### src/hdl/chained_hash_table_engine_defines.svh
// assertion macros for the chained hash table engine
// no dependencies; the enclosing module must have clk and rst_n
`ifndef CHAINED_HASH_TABLE_ENGINE_DEFINES_SVH
`define CHAINED_HASH_TABLE_ENGINE_DEFINES_SVH

// same-cycle implication, disabled in reset
`define CHTE_ASSERT_IMP(label, ante, cons, msg) \
    label: assert property (@(posedge clk) disable iff (!rst_n) (ante) |-> (cons)) \
        else $error(msg);

// next-cycle implication, disabled in reset
`define CHTE_ASSERT_NXT(label, ante, cons, msg) \
    label: assert property (@(posedge clk) disable iff (!rst_n) (ante) |=> (cons)) \
        else $error(msg);

`endif

### src/hdl/chte_pkg.sv
// shared types and constants of the chained hash table engine
// no dependencies
package chte_pkg;

    // fixed field widths of the request and response channels
    localparam int OPCODE_W = 3;
    localparam int KEY_W    = 32;
    localparam int VALUE_W  = 32;
    localparam int STATUS_W = 2;
    localparam int COUNT_W  = 9;

    // opcodes
    localparam logic [OPCODE_W-1:0] OP_LOOKUP = 3'd0;
    localparam logic [OPCODE_W-1:0] OP_INSERT = 3'd1;
    localparam logic [OPCODE_W-1:0] OP_SET    = 3'd2;
    localparam logic [OPCODE_W-1:0] OP_ERASE  = 3'd3;
    localparam logic [OPCODE_W-1:0] OP_CLEAR  = 3'd4;

    // status codes
    localparam logic [STATUS_W-1:0] ST_OK      = 2'd0;
    localparam logic [STATUS_W-1:0] ST_PRESENT = 2'd1;
    localparam logic [STATUS_W-1:0] ST_MISSING = 2'd2;
    localparam logic [STATUS_W-1:0] ST_FULL    = 2'd3;

    // controller to datapath commands
    typedef struct packed {
        logic accept;
        logic scan;
        logic act;
        logic shift;
        logic sweep;
        logic load_out;
    } cmd_t;

    // datapath to controller status
    typedef struct packed {
        logic scan_done;
        logic shift_done;
        logic sweep_last;
        logic found;
        logic op_erase;
        logic op_clear;
        logic out_free;
    } stat_t;

endpackage

### src/hdl/chte_ctrl.sv
// controller state machine of the chained hash table engine
// depends on chte_pkg
module chte_ctrl import chte_pkg::*; (
    input  logic  clk,
    input  logic  rst_n,
    input  logic  in_valid,
    output logic  in_ready,
    input  stat_t stat,
    output cmd_t  cmd
);

    localparam logic [2:0] S_SWEEP = 3'd0;
    localparam logic [2:0] S_IDLE  = 3'd1;
    localparam logic [2:0] S_SCAN  = 3'd2;
    localparam logic [2:0] S_ACT   = 3'd3;
    localparam logic [2:0] S_SHIFT = 3'd4;
    localparam logic [2:0] S_DONE  = 3'd5;

    logic [2:0] state_reg;
    logic [2:0] state_next;
    logic       sweep_resp_reg;
    logic       sweep_resp_next;

    // next state and commands
    always_comb
    begin
        state_next      = state_reg;
        sweep_resp_next = sweep_resp_reg;
        cmd             = '0;
        in_ready        = 1'b0;
        case (state_reg)
            S_SWEEP:
            begin
                cmd.sweep = 1'b1;
                if (stat.sweep_last)
                begin
                    state_next      = sweep_resp_reg ? S_DONE : S_IDLE;
                    sweep_resp_next = 1'b0;
                end
            end
            S_IDLE:
            begin
                in_ready = 1'b1;
                if (in_valid)
                begin
                    cmd.accept = 1'b1;
                    state_next = S_SCAN;
                end
            end
            S_SCAN:
            begin
                cmd.scan = 1'b1;
                if (stat.scan_done)
                begin
                    state_next = S_ACT;
                end
            end
            S_ACT:
            begin
                cmd.act = 1'b1;
                if (stat.op_clear)
                begin
                    sweep_resp_next = 1'b1;
                    state_next      = S_SWEEP;
                end
                else if (stat.op_erase && stat.found)
                begin
                    state_next = S_SHIFT;
                end
                else
                begin
                    state_next = S_DONE;
                end
            end
            S_SHIFT:
            begin
                cmd.shift = 1'b1;
                if (stat.shift_done)
                begin
                    state_next = S_DONE;
                end
            end
            S_DONE:
            begin
                if (stat.out_free)
                begin
                    cmd.load_out = 1'b1;
                    state_next   = S_IDLE;
                end
            end
            default:
            begin
                state_next = S_IDLE;
            end
        endcase
    end

    // state registers, reset starts the fill clearing sweep
    always_ff @(posedge clk or negedge rst_n)
    begin
        if (!rst_n)
        begin
            state_reg      <= S_SWEEP;
            sweep_resp_reg <= 1'b0;
        end
        else
        begin
            state_reg      <= state_next;
            sweep_resp_reg <= sweep_resp_next;
        end
    end

endmodule

### config.mk
export PLATFORM = sky130hd
export DESIGN_NAME = chte_ctrl
export DESIGN_NICKNAME = d
export VERILOG_FILES = /design/src/hdl/chained_hash_table_engine_defines.svh /design/src/hdl/chte_pkg.sv /design/src/hdl/chte_ctrl.sv
export SDC_FILE = /design/constraint.sdc
export NUM_CORES = 1
export LEC_CHECK = 0
export ABC_AREA = 1
export BUFFER_PORTS_ARGS = -buffer_cell sky130_fd_sc_hd__buf_4
export CORE_AREA = 2 2 39 41
export DETAILED_ROUTE_END_ITERATION = 10
export DIE_AREA = 0 0 41 43
export MAX_ROUTING_LAYER = met4
export PLACE_DENSITY = 0.51
export SYNTH_ARGS = -nofsm -noshare
export SYNTH_HDL_FRONTEND = slang
export SYNTH_SLANG_ARGS = --single-unit
### constraint.sdc
create_clock -name clk -period 0.96 [get_ports clk]
set_input_delay 0.192 -clock clk [delete_from_list [all_inputs] [get_ports clk]]
set_output_delay 0.192 -clock clk [all_outputs]
set_load 0.05 [all_outputs]
[After elaboration in Yosys (flattened, before gate mapping)]
Cells that the tools add are included.
Word-level totals
  logic and storage cells: 39
  input bits: 10
  memories: 0
  latch bits: 0
  output and inout bits: 7
  memory bits (read-only): 0
  register bits: 4
  memory bits (writable): 0
Cells by class
  $mul: 0
  bitwise logic cells: 0
  divide/modulo/power cells: 0
  multiplexer cells: 21
  equal/unequal tests: 11
  shift operators: 0
  $lt $le $gt $ge: 0
  add/subtract/negate cells: 0
  reductions and logical operators: 5
Operators by type and width (number)
  $mux 3: 7
  $pmux 3 s6: 1
  $mux 1: 12
  $ne 2x2->1 const B: 6
  $eq 3x2->1 const B: 2
  $eq 3x3->1 const B: 2
  $reduce_and 5->1: 1
  $eq 3x1->1 const B: 1
  $logic_not 3->1: 1
  $reduce_and 3->1: 1
  $pmux 1 s2: 1
  $reduce_bool 2->1: 1
  $logic_and 1x1->1: 1

[Longest topological paths before layout]
Gate-level depths: netlist of the first run.
  depth in word-level cells: 4
  depth in mapped cells: 8
  depth with buffers taken out: 8

[Least setup slack after synthesis of the first run]
No wires, ideal clock.
  path kind: register -> output
  start: reg state_reg[2]
  end: out cmd[5] (netlist bit)
  path slack: -1.091 ns
  stages on the path, launching flop included: 6
  data arrival time: 1.859 ns
  buffers on the path: 0
  cells stage by stage: dfrtp_1 inv_2 nand2_2 nor2_2 inv_1 nor2_1
RTL lines
  start, declared: RTL line chte_ctrl.sv:19  | logic [2:0] state_reg;
  start signal, assigned: RTL line chte_ctrl.sv:108  | state_reg <= state_next;
  end, declared: RTL line chte_ctrl.sv:9  | output cmd_t cmd

==> impl_results.md, run 1 <==
* Largest cells by area after synthesis: dfrtp_1 (31%), nand2_1 (13%), inv_1 (10%)
* Syn Inst Count at 53
* P_leak at 0.360 nW
* VDD IR-drop max at between 1 and 1.5 mV
* Worst Max-Slew Pin Slew at 0.177 ns
* Share of cells above drive strength 1 at between 60 and 70%
* Clk buf depth at 2
* Post-synthesis sequential area ratio at a little under a third
* Synth Cell Area at approximately 330 um2
* DR vias/cell at 4.20
* CTS Root Cell: clkbuf_4
* Syn Nets at 63
* Failing checks: negative setup slack
* Required time worst endpoint at 0.77 ns
* Vias in the first global route at between 300 and 400
* Area Overhead vs Synth at 123%
* Period utilization at 145%
* Core Util, Final at 52.4%
* Hold Path Sink: sweep_resp_reg
* Distinct cells, synth at 14
* Worst reg2reg path endpoint: state_reg[2]
* Unrepaired setup endpoints after global routing: yes
* Leading area contributor after synthesis: dfrtp_1
* Final #Nets at 96
* DR pass1 iterations at 4
* Initial Util at 23.5%
* # clock sinks at 4
* Synth Register Bits at 4
* DR iter-0 viols at 3
* Most common cell after layout, fill and taps aside: buf_4
* CTS tree: done
* Leading cell types in the layout, fill and taps excluded: buf_4 (18), nand2_1 (8), buf_6 (7)
* Final setup fails at 11
* Worst Hold Class: primary input to register
* Chip height at ~43 um
* Post-route ant nets at 0
* DR top layer: met4
* PortBufs at 16
* Grt total ovfl at 0
* Met1 Wirelength at roughly 430 um
* Final Total Pwr at between 0.002 and 0.003 W
* Syn avg cell area at between 6 and 7 um2
* Power per cell area at about 3500 nW/um2
* First-pass GRT wire length at 1640 um
* Final wirelength at 1030 um
* Via Count at 420
* Max Cap Viol at 0
* Worst-skew pair later-pin latency at 0.23 ns
* Footprint of the multi-input gates at 251 um2
* Wire length per cell at about 10 um
* Num CTS Buffers at 3
* Ant diodes at 0
* Hpwl dp at between 600 and 700 um
* Setup crit end kind: output pin
* WS Path Type: register to output pin
* Drc violations at 0
* Internal reg-to-reg setup slack at -0.35 ns
* Final Slew Violations at 0
* Status: complete, but fails checks
* Clk slew on worst S/H paths at about 0.040 ns
* R2r startpoint: state_reg[0]
* Nature of the critical path startpoint: register
* Met3 routed WL at around 46 um
* Die area at ~1800 um2
* Yosys warnings at 0
* Met2 wire length at 541 um
* Crit path time final at 1.39 ns
* Slack of the critical path at -0.431 ns
* Setup slack at placement at -0.248 ns
* Yosys top cell area share at between 30% and 40%
* GP Congestion at between 0.7 and 0.8
* CTS H-tree lvls at 1
* Worst rel slew slack at ~88%
* Die Width at slightly above 40 um
* Crit-path max FO at 5
* Max FFs per register at 3
* All-Layer GR Usage at 14.0%
* FF+latch area at between 100 and 150 um2
* Worst EP arrival at about 1.2 ns
* FF-to-FF path depth at 6
* Fmax at approximately 720 MHz
* Core area at around 1400 um2
* Top Ports at 17
* Initial antenna violation count at 0
* Final hold viol count at 0
* Fillers at about 130
* Clock Skews at slightly below 0.0009 ns
* Cell Rows at 14
* Largest net degree at the start of global routing at 6
* Setup TNS Final at -3.87 ns
* Hold path startpoint: stat[1]
* Hold path depth at 3
cells in the mapped netlist:
| master | n |
|---|---|
| nand2_1 | 11 |
| inv_1 | 9 |
| nand3_1 | 6 |
| nor2_1 | 5 |
| dfrtp_1 | 4 |
| inv_2 | 4 |
| nand2_2 | 4 |
| a21oi_1 | 3 |
| nor2_2 | 2 |
| buf_4 | 1 |
| nand4_1 | 1 |
| o21a_1 | 1 |
| o21ai_1 | 1 |
| o21bai_1 | 1 |
timing repair:
| action | CTS | global route |
|---|---|---|
| setup endpoints to repair | 11 | 11 |
| pin swaps | 3 | 2 |
| setup buffers | 3 | 2 |
| endpoints found under the hold margin | 4 | 0 |
| hold buffers | 1 | 0 |
| gates resized for setup | 21 | 7 |
cell type report:
| type | count | share of cell area [%] |
|---|---|---|
| Timing Repair Buffer | 29 | 37.1 |
| Multi-Input combinational cell | 35 | 34.7 |
| Sequential cell | 4 | 14.1 |
| Inverter | 13 | 8.28 |
| Clock buffer | 3 | 3.10 |
| Tap cell | 16 | 2.76 |
layer usage:
metal | vias up | GRT usage, %
li1 | 221 | -
met5 | - | -
met2 | 10 | 20.6
met4 | 0 | 8.00
met3 | 2 | 1.57
met1 | 187 | 17.9
critical path, stage by stage, from the launching register on:
cell and delay [ns]:
dfrtp_2 0.46, nor2_4 0.19, nand2_2 0.10, clkinvlp_4 0.08
buf_8 0.13
power by group:
group	switching (W)	internal [W]	total, W
Combinational	0.00109	0.000891	0.00198
Clock	0.0000621	0.000139	0.000201
Sequential	0.000117	0.000257	0.000374
Total	0.00127	0.00129	0.00256
how the worst max path moves through the flow:
| stage | slack, ns | start | endpoint |
|---|---|---|---|
| 2_1_floorplan | -0.54 | state_reg[2] | cmd[5] |
| 3_3_place_gp | -0.24 | state_reg[0] | cmd[2] |
| 3_5_place_dp | -0.25 | state_reg[0] | cmd[1] |
| 4_1_cts | -0.44 | state_reg[1] | cmd[5] |
| 5_1_grt | -0.47 | state_reg[0] | cmd[2] |
| 6_report | -0.43 | state_reg[0] | cmd[2] |
cells by family (layout without fill, tap and decap cells):
family	after synthesis	in the layout	share of synthesized area [%]
simple gates	29	29	41.2
flops	4	4	30.8
buf+inv	14	45	17.3
compound gates	6	6	10.8
metrics by stage:
stage	hold WS (ns)	area (um2)	instances
floorplan	-0.104	369	53
CTS	0.188	684	99
global route	0.204	726	100
finish	0.195	726	100
detailed placement	-0.00984	554	92
global placement	-0.00875	554	92
Note: power is estimated with default switching activity, not from simulation.
==> run 2: changes to the inputs <==
--- a/config.mk
+++ b/config.mk
@@ -5,13 +5,12 @@
 export SDC_FILE = /design/constraint.sdc
 export NUM_CORES = 1
 export LEC_CHECK = 0
-export ABC_AREA = 1
 export BUFFER_PORTS_ARGS = -buffer_cell sky130_fd_sc_hd__buf_4
 export CORE_AREA = 2 2 39 41
 export DETAILED_ROUTE_END_ITERATION = 10
 export DIE_AREA = 0 0 41 43
 export MAX_ROUTING_LAYER = met4
-export PLACE_DENSITY = 0.51
+export PLACE_DENSITY = 0.54
 export SYNTH_ARGS = -nofsm -noshare
 export SYNTH_HDL_FRONTEND = slang
 export SYNTH_SLANG_ARGS = --single-unit
==> impl_results.md, run 2 <==
* Vias in the first global route at 390 (-1.8%)
* Worst EP arrival at 1.22 ns (+0.02 ns)
* Unrepaired setup endpoints after global routing: yes
* Fin Hold WS at 0.284 ns (+0.0891 ns)
* Clk buf depth at 2 (unchanged)
* Grt total ovfl at 0 (unchanged)
* Drc violations at 0 (unchanged)
* DR iter-0 viols at 2 (-1)
* Initial Util at 25.8% (+2.3 points)
* Initial antenna violation count at 0 (unchanged)
* Final Total Pwr at 0.00275 W (+7.4%)
* Top Ports at 17 (unchanged)
* Worst Hold Class: primary input to async pin
* Die area at 1760 um2 (unchanged)
* Final #Nets at 82 (-15%)
* Syn Nets at 50 (-21%)
* PortBufs at 16 (unchanged)
* GP Congestion at 0.828 (+12%)
* Yosys top cell area share at 28.1% (-2.7 points)
* Worst-skew pair later-pin latency at 0.24 ns (about the same)
* Yosys warnings at 0 (unchanged)
* Clock Skews at 0.00699 ns (+0.00612 ns)
* Most frequent cells after synthesis: nor2_1 (5), dfrtp_1 (4), nand2b_1 (3)
* Chip height at 43 um (unchanged)
* Largest cells by area after synthesis: dfrtp_1 (28%), buf_6 (6.3%), nand2b_1 (5.3%)
* Syn Inst Count at 40 (-25%)
* Crit path time final at 1.41 ns (+0.0182 ns)
* Slack of the critical path at -0.449 ns (-0.0182 ns)
* Synth Register Bits at 4 (unchanged)
* Power per cell area at 3680 nW/um2 (+4.4%)
* Post-synth EDFFs at 0 (unchanged)
* Most frequent cell after synthesis: nor2_1
* WS Path Type: register to output pin
* Final Slew Violations at 0 (unchanged)
* Required time worst endpoint at 0.77 ns (about the same)
* Hpwl dp at 763 um (+11%)
* Cell Rows at 14 (unchanged)
* Post-synthesis sequential area ratio at 28.1% (-2.7 points)
* CTS Root Cell: clkbuf_4
* # clock sinks at 4 (unchanged)
* Num CTS Buffers at 3 (unchanged)
* DR vias/cell at 4.71 (+12%)
* Final wirelength at 1080 um (+5.8%)
* CTS tree: done
* Ant diodes at 0 (unchanged)
* Fillers at 138 (+5.3%)
* Period utilization at 147% (+1.9 points)
* Post-route ant nets at 0 (unchanged)
* Failing checks: negative setup slack
* Finished Layout Cells at 86 (-14%)
* Leading cell types in the layout, fill and taps excluded: buf_4 (19), buf_6 (7), buf_8 (4)
* Clk slew on worst S/H paths at 0.04 ns (about the same)
* Max FFs per register at 3 (unchanged)
* P_leak at 0.341 nW (-5.3%)
* Fmax at 710 MHz (-1.3%)
* VDD IR-drop max at 1.65 mV (+46%)
* Final hold viol count at 0 (unchanged)
* Area Overhead vs Synth at 109%
* Die Width at 41 um (unchanged)
* Core area at 1380 um2 (unchanged)
* Syn avg cell area at 8.91 um2 (+45%)
* Worst Max-Slew Pin Slew at 0.258 ns (+0.0811 ns)
* Status: complete, but fails checks
* Leading area contributor after synthesis: dfrtp_1
* Share of cells above drive strength 1 at 80.0% (+11 points)
* Post-synth ARST share at 100% (unchanged)
* Placed Cells at 79 (-14%)
* Synth Flop Type: dfrtp_1
* First-pass GRT wire length at 1580 um (-3.4%)
* Via Count at 405 (-3.6%)
* Crit-path max FO at 6 (+1)
* Final setup fails at 11 (unchanged)
* CTS H-tree lvls at 1 (unchanged)
* Most common cell after layout, fill and taps aside: buf_4
* Wire length per cell at 12.6 um (+23%)
* Setup crit end kind: output pin
* Distinct cells, synth at 27 (+13)
* Largest net degree at the start of global routing at 8 (+2)
* Nature of the critical path startpoint: register
* All-Layer GR Usage at 14.5% (+0.49 points)
* DR pass1 iterations at 2 (-2)
* Max Cap Viol at 0 (unchanged)
* Worst rel slew slack at 82.8% (-5.4 points)
* Synth Cell Area at 357 um2 (+9.6%)
## run 2: report_power, final
part / internal (W) / switching, W / total, W / leakage [nW]
Sequential: 0.000251 / 0.000115 / 0.000365 / 0.0494
Combinational: 0.00111 / 0.00106 / 0.00217 / 0.278
Clock: 0.000140 / 0.0000764 / 0.000217 / 0.0138
Total: 0.00150 / 0.00125 / 0.00275 / 0.341
## run 2: final timing paths
check / cells past startpoint / slack [ns] / startpoint / to
min: 2 / 0.28 / rst_n / state_reg[0]
max in group asynchronous: 2 / 0.56 / rst_n / state_reg[1]
min in group clk: 3 / 0.30 / stat[0] / state_reg[0]
min reg2reg: 3 / 0.61 / sweep_resp_reg / sweep_resp_reg
max reg2reg: 5 / -0.42 / state_reg[0] / sweep_resp_reg
max: 4 / -0.45 / state_reg[1] / cmd[5]
## run 2: through the flow
step | utilization [%] | setup slack [ns] | cell area [um2] | TNS (ns)
after floorplan | - | -0.464 | 409 | -2.54
after global placement | 42.4 | -0.298 | 587 | -2.35
after detailed placement | 42.4 | -0.350 | 587 | -2.55
after CTS | 49.6 | -0.441 | 687 | -3.79
after global routing | 54.0 | -0.504 | 747 | -4.59
final | 54.0 | -0.449 | 747 | -3.98
## run 2: timing repair
action / in CTS / in global routing
gates resized for setup: 14 / 14
hold endpoints to repair: 4 / 0
buffers inserted: 2 / 2
pin swaps: 4 / 6
endpoints found under the setup margin: 11 / 11
hold buffers: 1 / 0
## run 2: cell families (layout without fill, tap and decap cells)
family	Yosys count	after routing	synth area share, %
AND/OR/NAND/NOR	21	21	36.5
AO/OA/AOI/OAI	8	8	17.5
buffers and inverters	5	35	11.6
flip-flops	4	4	28.1
multiplexers	2	2	6.32
## run 2: layer usage
| layer | vias to the layer above | wire length (um) | GRT usage (%) |
|---|---|---|---|
| met4 | 0 | 0 | 10.0 |
| met1 | 196 | 443 | 15.2 |
| met3 | 0 | 40 | 4.71 |
| met2 | 9 | 600 | 21.9 |
| li1 | 200 | - | - |
| met5 | - | 0 | - |
## run 2: layout make-up
class / count / area, um2 / share of cell area, %
repair buffers: 31 / 292 / 39.0
flip-flops and latches: 4 / 103 / 13.7
clock buffers: 3 / 22.5 / 3.02
well taps: 16 / 20.0 / 2.68
inverters: 1 / 3.75 / 0.503
multi-input cells: 31 / 307 / 41.0
## run 2: critical path: stages (launching register included)
cell and delay [ns]:
dfrtp_2 0.43, nand2b_4 0.16, nor2_4 0.11, and2_4 0.14, buf_8 0.13
==> run 3: changes to the inputs <==
--- a/config.mk
+++ b/config.mk
@@ -6,9 +6,10 @@
 export NUM_CORES = 1
 export LEC_CHECK = 0
 export BUFFER_PORTS_ARGS = -buffer_cell sky130_fd_sc_hd__buf_4
-export CORE_AREA = 2 2 39 41
+export CORE_AREA = 4 4 41 43
+export CTS_BUF_LIST = sky130_fd_sc_hd__clkbuf_8 sky130_fd_sc_hd__clkbuf_16
 export DETAILED_ROUTE_END_ITERATION = 10
-export DIE_AREA = 0 0 41 43
+export DIE_AREA = 0 0 45 47
 export MAX_ROUTING_LAYER = met4
 export PLACE_DENSITY = 0.54
 export SYNTH_ARGS = -nofsm -noshare
==> impl_results.md, run 3 (same netlist as run 2, synthesis figures left out) <==
* Status: complete, but fails checks
* Failing checks: negative setup slack
* Leading cell types in the layout, fill and taps excluded: buf_4 (21), buf_6 (9), nor2_4 (3), clkbuf_8 (3), dfrtp_2 (3)
* Chip height at 47 um (+9.3%)
* Switch share at 43.9% (-1.4 points)
* Ant diodes at 0 (unchanged)
* Setup crit end kind: output pin
* Final #Nets at 83 (+1.2%)
* Post-route ant nets at 0 (unchanged)
* Finished Layout Cells at 86 (unchanged)
* Gate power share at 73.6% (-5.2 points)
* Die Width at 45 um (+9.8%)
* Power per cell area at 3710 nW/um2 (+0.62%)
* Initial antenna violation count at 0 (unchanged)
* Max Cap Viol at 0 (unchanged)
* Unrepaired setup endpoints after global routing: yes
* Wire length per cell at 11.7 um (-7.1%)
* VDD IR-drop max at 1.77 mV (+7.1%)
* Worst rel slew slack at 82.9% (about the same)
* Fmax at 721 MHz (+1.7%)
* Final setup fails at 11 (unchanged)
* Worst EP arrival at 1.19 ns (-0.03 ns)
* WS Path Type: register to output pin
* Top Ports at 17 (unchanged)
* Final Total Pwr at 0.00277 W (+0.62%)
* Clk pwr share at 12.6% (+4.7 points)
* Period utilization at 144% (-2.4 points)
* Via Count at 392 (-3.2%)
* Cell Rows at 13 (-1)
* Vias in the first global route at 393 (+0.77%)
* Clk buf depth at 2 (unchanged)
* Clk slew on worst S/H paths at 0.03 ns (about the same)
* Register share of total power at 13.8% (+0.5 points)
* PortBufs at 16 (unchanged)
* Placed Cells at 78 (-1.3%)
* Final instance area at 747 um2 (unchanged)
* Internal power at 0.00155 W (+3.3%)
* Clock Skews at 0.00108 ns (-0.00592 ns)
* Largest net degree at the start of global routing at 9 (+1)
* DR iter-0 viols at 3 (+1)
* Drc violations at 0 (unchanged)
* Final hold viol count at 0 (unchanged)
* DR pass1 iterations at 4 (+2)
* Worst Hold Class: primary input to async pin
* Core area at 1300 um2 (-6.0%)
* Num CTS Buffers at 3 (unchanged)
* Crit path time final at 1.39 ns (-0.0229 ns)
* First-pass GRT wire length at 1700 um (+7.4%)
* Most common cell after layout, fill and taps aside: buf_4
* Final Slew Violations at 0 (unchanged)
* Fillers at 127 (-8.0%)
* Max FFs per register at 3 (unchanged)
* Worst Max-Slew Pin Slew at 0.257 ns (-0.000715 ns)
* Slack of the critical path at -0.426 ns (+0.0229 ns)
* Worst-skew pair later-pin latency at 0.21 ns (-0.03 ns)
* Required time worst endpoint at 0.77 ns (about the same)
* All-Layer GR Usage at 12.0% (-2.5 points)
* Nature of the critical path startpoint: register
* CTS tree: done
* Post-DP Area at 586 um2 (-0.21%)
* Share of cells above drive strength 1 at 76.1% (-3.9 points)
* # clock sinks at 4 (unchanged)
* Crit-path max FO at 6 (unchanged)
* Hpwl dp at 697 um (-8.6%)
* DR vias/cell at 4.56 (-3.2%)
* Area Overhead vs Synth at 109% (unchanged)
* Switch Pwr at 0.00122 W (-2.6%)
* Die area at 2120 um2 (+20%)
* GP Congestion at 0.785 (-5.1%)
* CTS H-tree lvls at 1 (unchanged)
* CTS Root Cell: clkbuf_8
* Initial Util at 27.4% (+1.6 points)
* Grt total ovfl at 0 (unchanged)
* P_leak at 0.347 nW (+1.7%)
* Final wirelength at 1010 um (-7.1%)
-- run 3: path summary, 6_finish.rpt --
| kind | endpoint | slack (ns) | depth (start not counted) | start |
|---|---|---|---|---|
| hold / removal | sweep_resp_reg | 0.31 | 2 | rst_n |
| setup reg to reg | state_reg[2] | -0.33 | 3 | state_reg[0] |
| max in group asynchronous | state_reg[1] | 0.54 | 2 | rst_n |
| setup / recovery | cmd[5] | -0.43 | 4 | state_reg[1] |
| min in group clk | state_reg[0] | 0.33 | 3 | stat[0] |
| hold reg to reg | sweep_resp_reg | 0.61 | 3 | sweep_resp_reg |
-- run 3: metal layers --
layer	routed length (um)	track usage [%]	vias to the layer above	part of all wire (%)
met2	536	17.8	9	53
met4	17	8.77	0	1.7
met1	411	14.1	178	41
met3	42	2.68	2	4.2
met5	0	-	-	0
li1	-	-	203	-
-- run 3: final cells by class --
cell class	instances	area (um2)	share of cell area (%)
inverter	1	3.75	0.503
clock buffer	3	41.3	5.53
tap	15	18.8	2.51
sequential	4	104	13.9
timing repair buffer	32	284	38.0
multi-input combinational	31	295	39.5
-- run 3: timing repair --
action	in CTS	in global routing
pin swaps	4	0
setup buffers	4	0
resized for setup	19	2
hold buffers	1	0
setup endpoints to repair	11	11
endpoints found under the hold margin	4	0
-- run 3: worst max-delay path: stages, from the launching register on --
cell	delay, ns
dfrtp_2	0.43
nand2b_4	0.17
nor2_4	0.10
and2_4	0.15
buf_8	0.13
-- run 3: power by group through the flow --
stage	Sequential (W)	Combinational, W	Clock [W]
after global placement	0.000373	0.00162	0
after detailed placement	0.000378	0.00162	0
final	0.000382	0.00204	0.000347
after floorplan	0.000295	0.00126	0
after CTS	0.000387	0.00201	0.000361
after global routing	0.000407	0.00216	0.000379
-- run 3: per-stage QoR --
stage	util [%]	TNS, ns	setup WS (ns)	hold slack, ns
2_1_floorplan	-	-2.54	-0.464	-0.104
3_3_place_gp	45.0	-2.58	-0.325	-0.0106
3_5_place_dp	45.0	-2.73	-0.392	-0.0124
4_1_cts	57.0	-3.70	-0.420	0.298
5_1_grt	57.4	-4.25	-0.465	0.333
6_report	57.4	-3.67	-0.426	0.314
